`config.mk`:
```
export PLATFORM = sky130hd
export DESIGN_NAME = hsv_to_rgb_pixel_unit
export DESIGN_NICKNAME = d
export VERILOG_FILES = /design/src/hw/rtl/hsv_pkg.sv /design/src/hw/rtl/hsv_factor_gen.sv /design/src/hw/rtl/hsv_scale_mult.sv /design/src/hw/rtl/hsv_chan_round.sv /design/src/hw/rtl/hsv_to_rgb_pixel_unit.sv
export SDC_FILE = /design/constraint.sdc
export NUM_CORES = 2
export LEC_CHECK = 0
export ABC_AREA = 1
export BUFFER_PORTS_ARGS = -buffer_cell sky130_fd_sc_hd__buf_2
export CELL_PAD_IN_SITES_DETAIL_PLACEMENT = 0
export CELL_PAD_IN_SITES_GLOBAL_PLACEMENT = 2
export CORE_MARGIN = 1.5
export CORE_UTILIZATION = 40
export CTS_CLUSTER_DIAMETER = 200
export CTS_CLUSTER_SIZE = 20
export DETAILED_ROUTE_END_ITERATION = 7
export GPL_TIMING_DRIVEN = 0
export PLACE_DENSITY_LB_ADDON = 0.1
export SKIP_CTS_REPAIR_TIMING = 1
export SYNTH_ARGS = -nofsm -noshare
export SYNTH_HDL_FRONTEND = slang
export SYNTH_SLANG_ARGS = --single-unit
```
`constraint.sdc`:
```
create_clock -name clk -period 8.65 [get_ports clk]
set_input_delay 0 -clock clk [delete_from_list [all_inputs] [get_ports clk]]
set_output_delay 0 -clock clk [all_outputs]
set_load 0.005 [all_outputs]
```
`src/hw/rtl/hsv_pkg.sv`:
```
// ----------------------------------------------------------------------------
// hsv_pkg
// Shared types, constants and rounding helper for the HSV to RGB pipeline.
// ----------------------------------------------------------------------------
package hsv_pkg;

	localparam int unsigned HUE_W  = 16;
	localparam int unsigned LVL_W  = 16;
	localparam int unsigned FRAC_W = 16;
	localparam int unsigned FAC_W  = 32;
	localparam int unsigned PROD_W = LVL_W + FAC_W;
	localparam int unsigned CHAN_W = 8;
	localparam int unsigned ACC_W  = PROD_W + CHAN_W;
	localparam int unsigned SHIFT  = 46;

	localparam logic [LVL_W-1:0]  ONE_Q15 = 16'd32768;
	localparam logic [FAC_W-1:0]  ONE_Q31 = 32'h8000_0000;
	localparam logic [CHAN_W-1:0] ALPHA   = 8'hFF;
	localparam logic [CHAN_W-1:0] CHAN_MAX = 8'hFF;

	typedef enum logic [2:0] {
		SEC_RY = 3'd0,
		SEC_YG = 3'd1,
		SEC_GC = 3'd2,
		SEC_CB = 3'd3,
		SEC_BM = 3'd4,
		SEC_MR = 3'd5
	} sector_t;

	typedef struct packed {
		sector_t            sector;
		logic [LVL_W-1:0]   bright;
		logic [FAC_W-1:0]   kp;
		logic [FAC_W-1:0]   kq;
		logic [FAC_W-1:0]   kt;
	} factor_t;

	typedef struct packed {
		sector_t             sector;
		logic [PROD_W-1:0]   pv;
		logic [PROD_W-1:0]   pp;
		logic [PROD_W-1:0]   pq;
		logic [PROD_W-1:0]   pt;
	} prod_t;

	// x*255 rounded half up at bit SHIFT, saturated to 8 bits
	function automatic logic [CHAN_W-1:0] chan_round(input logic [PROD_W-1:0] p);
		logic [ACC_W-1:0] acc;
		logic [ACC_W-SHIFT-1:0] c;
		acc = {p, {CHAN_W{1'b0}}} - {{CHAN_W{1'b0}}, p};
		acc = acc + (ACC_W'(1) << (SHIFT - 1));
		c = acc[ACC_W-1:SHIFT];
		chan_round = (c > (ACC_W-SHIFT)'(CHAN_MAX)) ? CHAN_MAX : c[CHAN_W-1:0];
	endfunction

endpackage

```
`src/hw/rtl/hsv_factor_gen.sv`:
```
// ----------------------------------------------------------------------------
// hsv_factor_gen
// Stages 1-2: saturation clamp, sector split, scale factors p, q, t in Q1.31.
// ----------------------------------------------------------------------------
module hsv_factor_gen import hsv_pkg::*; (
	input  logic              clk,
	input  logic              arst_n,
	input  logic              en,
	input  logic              in_valid,
	input  logic [HUE_W-1:0]  hue_turn,
	input  logic [LVL_W-1:0]  sat_level,
	input  logic [LVL_W-1:0]  bright_level,
	output logic              fac_valid,
	output factor_t           fac
);

	logic [HUE_W+2:0]   h6;
	logic [LVL_W-1:0]   sat_cl;
	logic               valid_s1;
	logic [LVL_W-1:0]   sat_s1;
	logic [LVL_W-1:0]   bright_s1;
	logic [FRAC_W-1:0]  frac_s1;
	sector_t            sec_s1;
	logic [LVL_W+FRAC_W-1:0] sf;
	logic [LVL_W+FRAC_W:0]   sg;
	factor_t            fac_d;
	logic               valid_s2;
	factor_t            fac_s2;

	assign h6     = ({3'b000, hue_turn} << 2) + ({3'b000, hue_turn} << 1);
	assign sat_cl = (sat_level > ONE_Q15) ? ONE_Q15 : sat_level;

	always_ff @(posedge clk or negedge arst_n) begin
		if (!arst_n) begin
			valid_s1 <= 1'b0;
		end else if (en) begin
			valid_s1 <= in_valid;
		end
	end

	always_ff @(posedge clk) begin
		if (en) begin
			sat_s1    <= sat_cl;
			bright_s1 <= bright_level;
			frac_s1   <= h6[FRAC_W-1:0];
			sec_s1    <= sector_t'(h6[HUE_W+2:FRAC_W]);
		end
	end

	assign sf = (LVL_W+FRAC_W)'(sat_s1) * (LVL_W+FRAC_W)'(frac_s1);
	assign sg = ((LVL_W+FRAC_W+1)'(sat_s1) << FRAC_W) - (LVL_W+FRAC_W+1)'(sf);

	always_comb begin
		fac_d.sector = sec_s1;
		fac_d.bright = bright_s1;
		fac_d.kp     = {ONE_Q15 - sat_s1, {FRAC_W{1'b0}}};
		fac_d.kq     = ONE_Q31 - sf;
		fac_d.kt     = ONE_Q31 - sg[FAC_W-1:0];
	end

	always_ff @(posedge clk or negedge arst_n) begin
		if (!arst_n) begin
			valid_s2 <= 1'b0;
		end else if (en) begin
			valid_s2 <= valid_s1;
		end
	end

	always_ff @(posedge clk) begin
		if (en) begin
			fac_s2 <= fac_d;
		end
	end

	assign fac_valid = valid_s2;
	assign fac       = fac_s2;

endmodule

```
`src/hw/rtl/hsv_scale_mult.sv`:
```
// ----------------------------------------------------------------------------
// hsv_scale_mult
// Stage 3: brightness times each scale factor, 16 x 32 products.
// ----------------------------------------------------------------------------
module hsv_scale_mult import hsv_pkg::*; (
	input  logic     clk,
	input  logic     arst_n,
	input  logic     en,
	input  logic     fac_valid,
	input  factor_t  fac,
	output logic     prod_valid,
	output prod_t    prod
);

	prod_t prod_d;
	logic  valid_s3;
	prod_t prod_s3;

	always_comb begin
		prod_d.sector = fac.sector;
		prod_d.pv     = PROD_W'(fac.bright) << (FAC_W - 1);
		prod_d.pp     = PROD_W'(fac.bright) * PROD_W'(fac.kp);
		prod_d.pq     = PROD_W'(fac.bright) * PROD_W'(fac.kq);
		prod_d.pt     = PROD_W'(fac.bright) * PROD_W'(fac.kt);
	end

	always_ff @(posedge clk or negedge arst_n) begin
		if (!arst_n) begin
			valid_s3 <= 1'b0;
		end else if (en) begin
			valid_s3 <= fac_valid;
		end
	end

	always_ff @(posedge clk) begin
		if (en) begin
			prod_s3 <= prod_d;
		end
	end

	assign prod_valid = valid_s3;
	assign prod       = prod_s3;

endmodule

```
`src/hw/rtl/hsv_chan_round.sv`:
```
// ----------------------------------------------------------------------------
// hsv_chan_round
// Stage 4: scale to 0..255 with rounding and saturation, sector permutation,
// output register.
// ----------------------------------------------------------------------------
module hsv_chan_round import hsv_pkg::*; (
	input  logic               clk,
	input  logic               arst_n,
	input  logic               en,
	input  logic               prod_valid,
	input  prod_t              prod,
	output logic               chan_valid,
	output logic [CHAN_W-1:0]  red,
	output logic [CHAN_W-1:0]  green,
	output logic [CHAN_W-1:0]  blue
);

	logic [CHAN_W-1:0] cv, cp, cq, ct;
	logic [CHAN_W-1:0] r_d, g_d, b_d;
	logic              valid_s4;
	logic [CHAN_W-1:0] red_s4, green_s4, blue_s4;

	assign cv = chan_round(prod.pv);
	assign cp = chan_round(prod.pp);
	assign cq = chan_round(prod.pq);
	assign ct = chan_round(prod.pt);

	always_comb begin
		case (prod.sector)
			SEC_RY: begin
				r_d = cv; g_d = ct; b_d = cp;
			end
			SEC_YG: begin
				r_d = cq; g_d = cv; b_d = cp;
			end
			SEC_GC: begin
				r_d = cp; g_d = cv; b_d = ct;
			end
			SEC_CB: begin
				r_d = cp; g_d = cq; b_d = cv;
			end
			SEC_BM: begin
				r_d = ct; g_d = cp; b_d = cv;
			end
			default: begin
				r_d = cv; g_d = cp; b_d = cq;
			end
		endcase
	end

	always_ff @(posedge clk or negedge arst_n) begin
		if (!arst_n) begin
			valid_s4 <= 1'b0;
		end else if (en) begin
			valid_s4 <= prod_valid;
		end
	end

	always_ff @(posedge clk) begin
		if (en) begin
			red_s4   <= r_d;
			green_s4 <= g_d;
			blue_s4  <= b_d;
		end
	end

	assign chan_valid = valid_s4;
	assign red        = red_s4;
	assign green      = green_s4;
	assign blue       = blue_s4;

endmodule

```
`src/hw/rtl/hsv_to_rgb_pixel_unit.sv`:
```
// ----------------------------------------------------------------------------
// hsv_to_rgb_pixel_unit
// HSV to RGB pixel converter. Takes hue as a 16-bit fraction of a turn and
// saturation and brightness in Q1.15 (saturation above 1.0 is clamped) and
// returns 8-bit red, green, blue, rounded half up and saturated, plus an
// opaque ARGB word. Four register stages (sector/clamp, scale factors,
// brightness products, rounding and output register); one pixel per clock
// sustained while out_ready is high. The whole pipeline holds while a
// result waits on out_ready.
// ----------------------------------------------------------------------------
module hsv_to_rgb_pixel_unit import hsv_pkg::*; (
	input  logic               clk,
	input  logic               arst_n,
	input  logic               in_valid,
	output logic               in_ready,
	input  logic [HUE_W-1:0]   hue_turn,
	input  logic [LVL_W-1:0]   sat_level,
	input  logic [LVL_W-1:0]   bright_level,
	output logic               out_valid,
	input  logic               out_ready,
	output logic [CHAN_W-1:0]  red_out,
	output logic [CHAN_W-1:0]  green_out,
	output logic [CHAN_W-1:0]  blue_out,
	output logic [4*CHAN_W-1:0] argb_word
);

	logic    en;
	logic    fac_valid;
	factor_t fac;
	logic    prod_valid;
	prod_t   prod;

	assign en       = !out_valid || out_ready;
	assign in_ready = en;

	hsv_factor_gen u_factor (
		.clk          (clk),
		.arst_n       (arst_n),
		.en           (en),
		.in_valid     (in_valid),
		.hue_turn     (hue_turn),
		.sat_level    (sat_level),
		.bright_level (bright_level),
		.fac_valid    (fac_valid),
		.fac          (fac)
	);

	hsv_scale_mult u_scale (
		.clk        (clk),
		.arst_n     (arst_n),
		.en         (en),
		.fac_valid  (fac_valid),
		.fac        (fac),
		.prod_valid (prod_valid),
		.prod       (prod)
	);

	hsv_chan_round u_round (
		.clk        (clk),
		.arst_n     (arst_n),
		.en         (en),
		.prod_valid (prod_valid),
		.prod       (prod),
		.chan_valid (out_valid),
		.red        (red_out),
		.green      (green_out),
		.blue       (blue_out)
	);

	assign argb_word = {ALPHA, red_out, green_out, blue_out};

`ifndef ASSERT_OFF
	a_stall_blocks_input: assert property (@(posedge clk) disable iff (!arst_n)
		out_valid && !out_ready |-> !in_ready)
		else $error("input taken while output stalled");

	a_prod_to_out: assert property (@(posedge clk) disable iff (!arst_n)
		prod_valid && in_ready |=> out_valid)
		else $error("product stage item lost");

	a_alpha_opaque: assert property (@(posedge clk) disable iff (!arst_n)
		out_valid |-> argb_word[4*CHAN_W-1:3*CHAN_W] == ALPHA)
		else $error("alpha not opaque");
`endif

endmodule

```
==> out/metrics.csv <==
metric,value,unit
outcome,"complete, but fails checks",
violations,"negative hold slack, max-capacitance violations, max-slew violations",
syn_to_final_growth,6.90,%
worst-endpoint-required,9.00,ns
path_delay_family,adder cells,
mappedNetlistArea,75400,µm²
synthArstFlopShare,0.0126,
floorplan.die_area,191000,µm²
yosys-top-cells-area,"sky130_fd_sc_hd__fa_1 31%, sky130_fd_sc_hd__nand2_1 15%, sky130_fd_sc_hd__ha_1 13%",
route.antenna.remaining_nets,0,
cts_max_level,1,
worst_clock_skew,0.0508,ns
ys_types,56,
cell_type_contributing_the_most_total_cell_area_after_synthesis,sky130_fd_sc_hd__fa_1,
timing_worst_setup_path_type,flop to flop,
routed_via_density,4.95,
num_io_pins,110,
first_pass_grt_wire_length,406000,µm
postRouteWirelength,270000,µm
critical_path.most_common_cell,sky130_fd_sc_hd__fa_1,
grt.overflow.total,0,
cp.arrival,8.69,ns
crit_path_top_delay_cell,sky130_fd_sc_hd__clkdlybuf4s15_1,
row_count,159,
cts-root-to-sink-buffers,3,
setup_violations,0,
synthMostInstantiatedCell,sky130_fd_sc_hd__nand2_1,
hold_path_class,input pin to flop,
route.detailed.wl_per_inst,21.2,µm
fin_hold_ws,-0.0387,ns
place.gp.congestion,0.932,
clkTransAtPathRegs,0.10,ns
critical_path.max_fanout,10,
storage_cell_area,9530,µm²
hold_violations,1,
floorplan.initialDensity,0.402,
grt_max_degree,71,
number_of_warnings_issued_by_yosys,0,
setup.worst_path.start_class,flop,
clock_sink_count,318,
die_h,437,µm
synth_top_area_frac,0.315,
tightest_slew,1.61,ns
worst-path-buf-inv,8,
yosys_register_bits,318,
vias_in_the_first_global_route,64952,
regToRegSetupSlack,0.31,ns
synth_seq_area_share,0.126,
clock_insertion_delay_worst_skew,0.64,ns
netlist_instances,10035,
max-cap-violations,5,
multi_input_area,54600,µm²
clock_tree_from_tritoncts,done,
slew-limit-headroom,-0.0717,
synthesis.area_per_instance,7.51,µm²
report.final.slew_viol_count,55,
drtPass1Iterations,5,
dr.first_iter.drc_count,4187,
grt_setup_unrepaired,true,
detailedPlacementHpwl,235000,µm
final.period_utilization,0.964,
crit_path_end_kind,flop,
fp.coreArea,187000,µm²
final_layout_size_suffix_gt1_frac,0.0301,
critical_path_cell_list,clkbuf_1 -> clkbuf_1 -> clkdlybuf4s15_1 -> nand2_1 -> fa_1 -> inv_1 -> fa_1 -> inv_1 -> fa_1 -> fa_1 -> inv_1 -> fa_1 -> inv_1 -> fa_1 -> inv_1 -> ha_1 -> nand2_1 -> nor2_1 -> nand4_1 -> nor4_1 -> nand3_1 -> nand3_1 -> a21oi_1 -> xnor2_1,
final.fill_count,19788,
fin_crit,8.34,ns
io_buffer_count,101,
grtUsageTotal,0.283,
maximum_single_stage_delay_on_the_critical_path,1.11,ns
post_synth_edffs,314,
final.setup.tns,0,ns
drc,0,
synth_top_flop_cell,sky130_fd_sc_hd__edfxtp_1,
clock_tree.root_cell,sky130_fd_sc_hd__clkbuf_16,
design.final.nets,12238,
via_count,63056,
die-width,437,µm
cts_made_buffers,21,
grt_antenna_before_repair,10,
utilization,0.430,
synth.top_cells.by_count,"2952 x sky130_fd_sc_hd__nand2_1, 2546 x sky130_fd_sc_hd__inv_1, 1184 x sky130_fd_sc_hd__fa_1, 771 x sky130_fd_sc_hd__ha_1, 511 x sky130_fd_sc_hd__nor2_1",
fmaxAchievable,120,MHz
## worst register-to-register path: cells and delay by family (launching register included)
family	cells	cell delay, ns
compound gates	1	0.12
xor+xnor	1	0.15
fa+ha+maj	7	3.48
buf+inv	8	2.43
flops	1	0.43
simple gates	7	1.49
## final timing paths
check,start,endpoint,depth (start not counted)
max,u_factor.fac[97],u_scale.prod[41],24
min,hue_turn[14],u_factor.sec_s1[2],4
max reg2reg,u_factor.fac[97],u_scale.prod[41],24
min reg2reg,u_factor.bright_s1[9],u_factor.fac[105],0
max in group asynchronous,arst_n,u_round.chan_valid,3
min in group asynchronous,arst_n,u_factor.valid_s1,3
## flip-flops by register name, indices dropped and copies added (netlist names), 3 cells and up
name and count:
u_factor.sec_s1 3, u_round.green 8, u_round.blue 8, u_factor.frac_s1 15, u_factor.bright_s1 16, u_round.red 8, u_factor.fac 96, u_factor.sat_s1 16
u_scale.prod 144
## cell families (layout without fill, tap and decap cells)
logic type / after synthesis / after routing / synth area share
adders and majority gates: 1955 / 1955 / 0.443
other: 1 / 13 / 0.0000498
xor gates and xnor gates: 219 / 219 / 0.0255
DFF: 318 / 318 / 0.126
AOI/OAI and AO/OA: 603 / 603 / 0.0447
buffers and inverters: 2957 / 3151 / 0.149
and+or+nand+nor: 3982 / 3982 / 0.212
## metal layers
metal,part of all wire,vias to the layer above,GRT usage
met4,0.041,0,0.0887
met3,0.048,300,0.0272
met5,0,-,0
met2,0.47,1646,0.481
li1,-,30037,-
met1,0.44,31073,0.380
## per-stage QoR
stage | worst slack (ns) | std cells | cell area (µm²)
after floorplan | 0.754 | 10042 | 75400
after global placement | -3.19 | 12638 | 79000
after detailed placement | -0.447 | 12643 | 79100
after CTS | -0.457 | 12671 | 79800
after global routing | -0.0193 | 12735 | 80600
final | 0.311 | 12736 | 80600
## layout by cell type, fill, tap and decap left out, types with 114 or more instances in the layout
master                     instances
sky130_fd_sc_hd__edfxtp_1        314
sky130_fd_sc_hd__inv_1          2546
sky130_fd_sc_hd__nand4_1         114
sky130_fd_sc_hd__nor2_1          511
sky130_fd_sc_hd__nand2_1        2951
sky130_fd_sc_hd__xor2_1          149
sky130_fd_sc_hd__o21ai_0         132
sky130_fd_sc_hd__clkbuf_1        285
sky130_fd_sc_hd__fa_1           1184
sky130_fd_sc_hd__nand3_1         255
sky130_fd_sc_hd__a21oi_1         327
sky130_fd_sc_hd__ha_1            771
## final cells by class
cell class                      instances  share of cell area
Antenna cell                            5            0.000155
Buffer                                375              0.0197
Clock buffer                           23             0.00662
Clock inverter                          5             0.00116
Inverter                             2559               0.119
Multi-Input combinational cell       6767               0.678
Sequential cell                       318               0.118
Tap cell                             2495              0.0388
Timing Repair Buffer                  189              0.0177
Power is not shown: default switching activity piles up to over one toggle a cycle in this logic, so the estimate is an artifact.
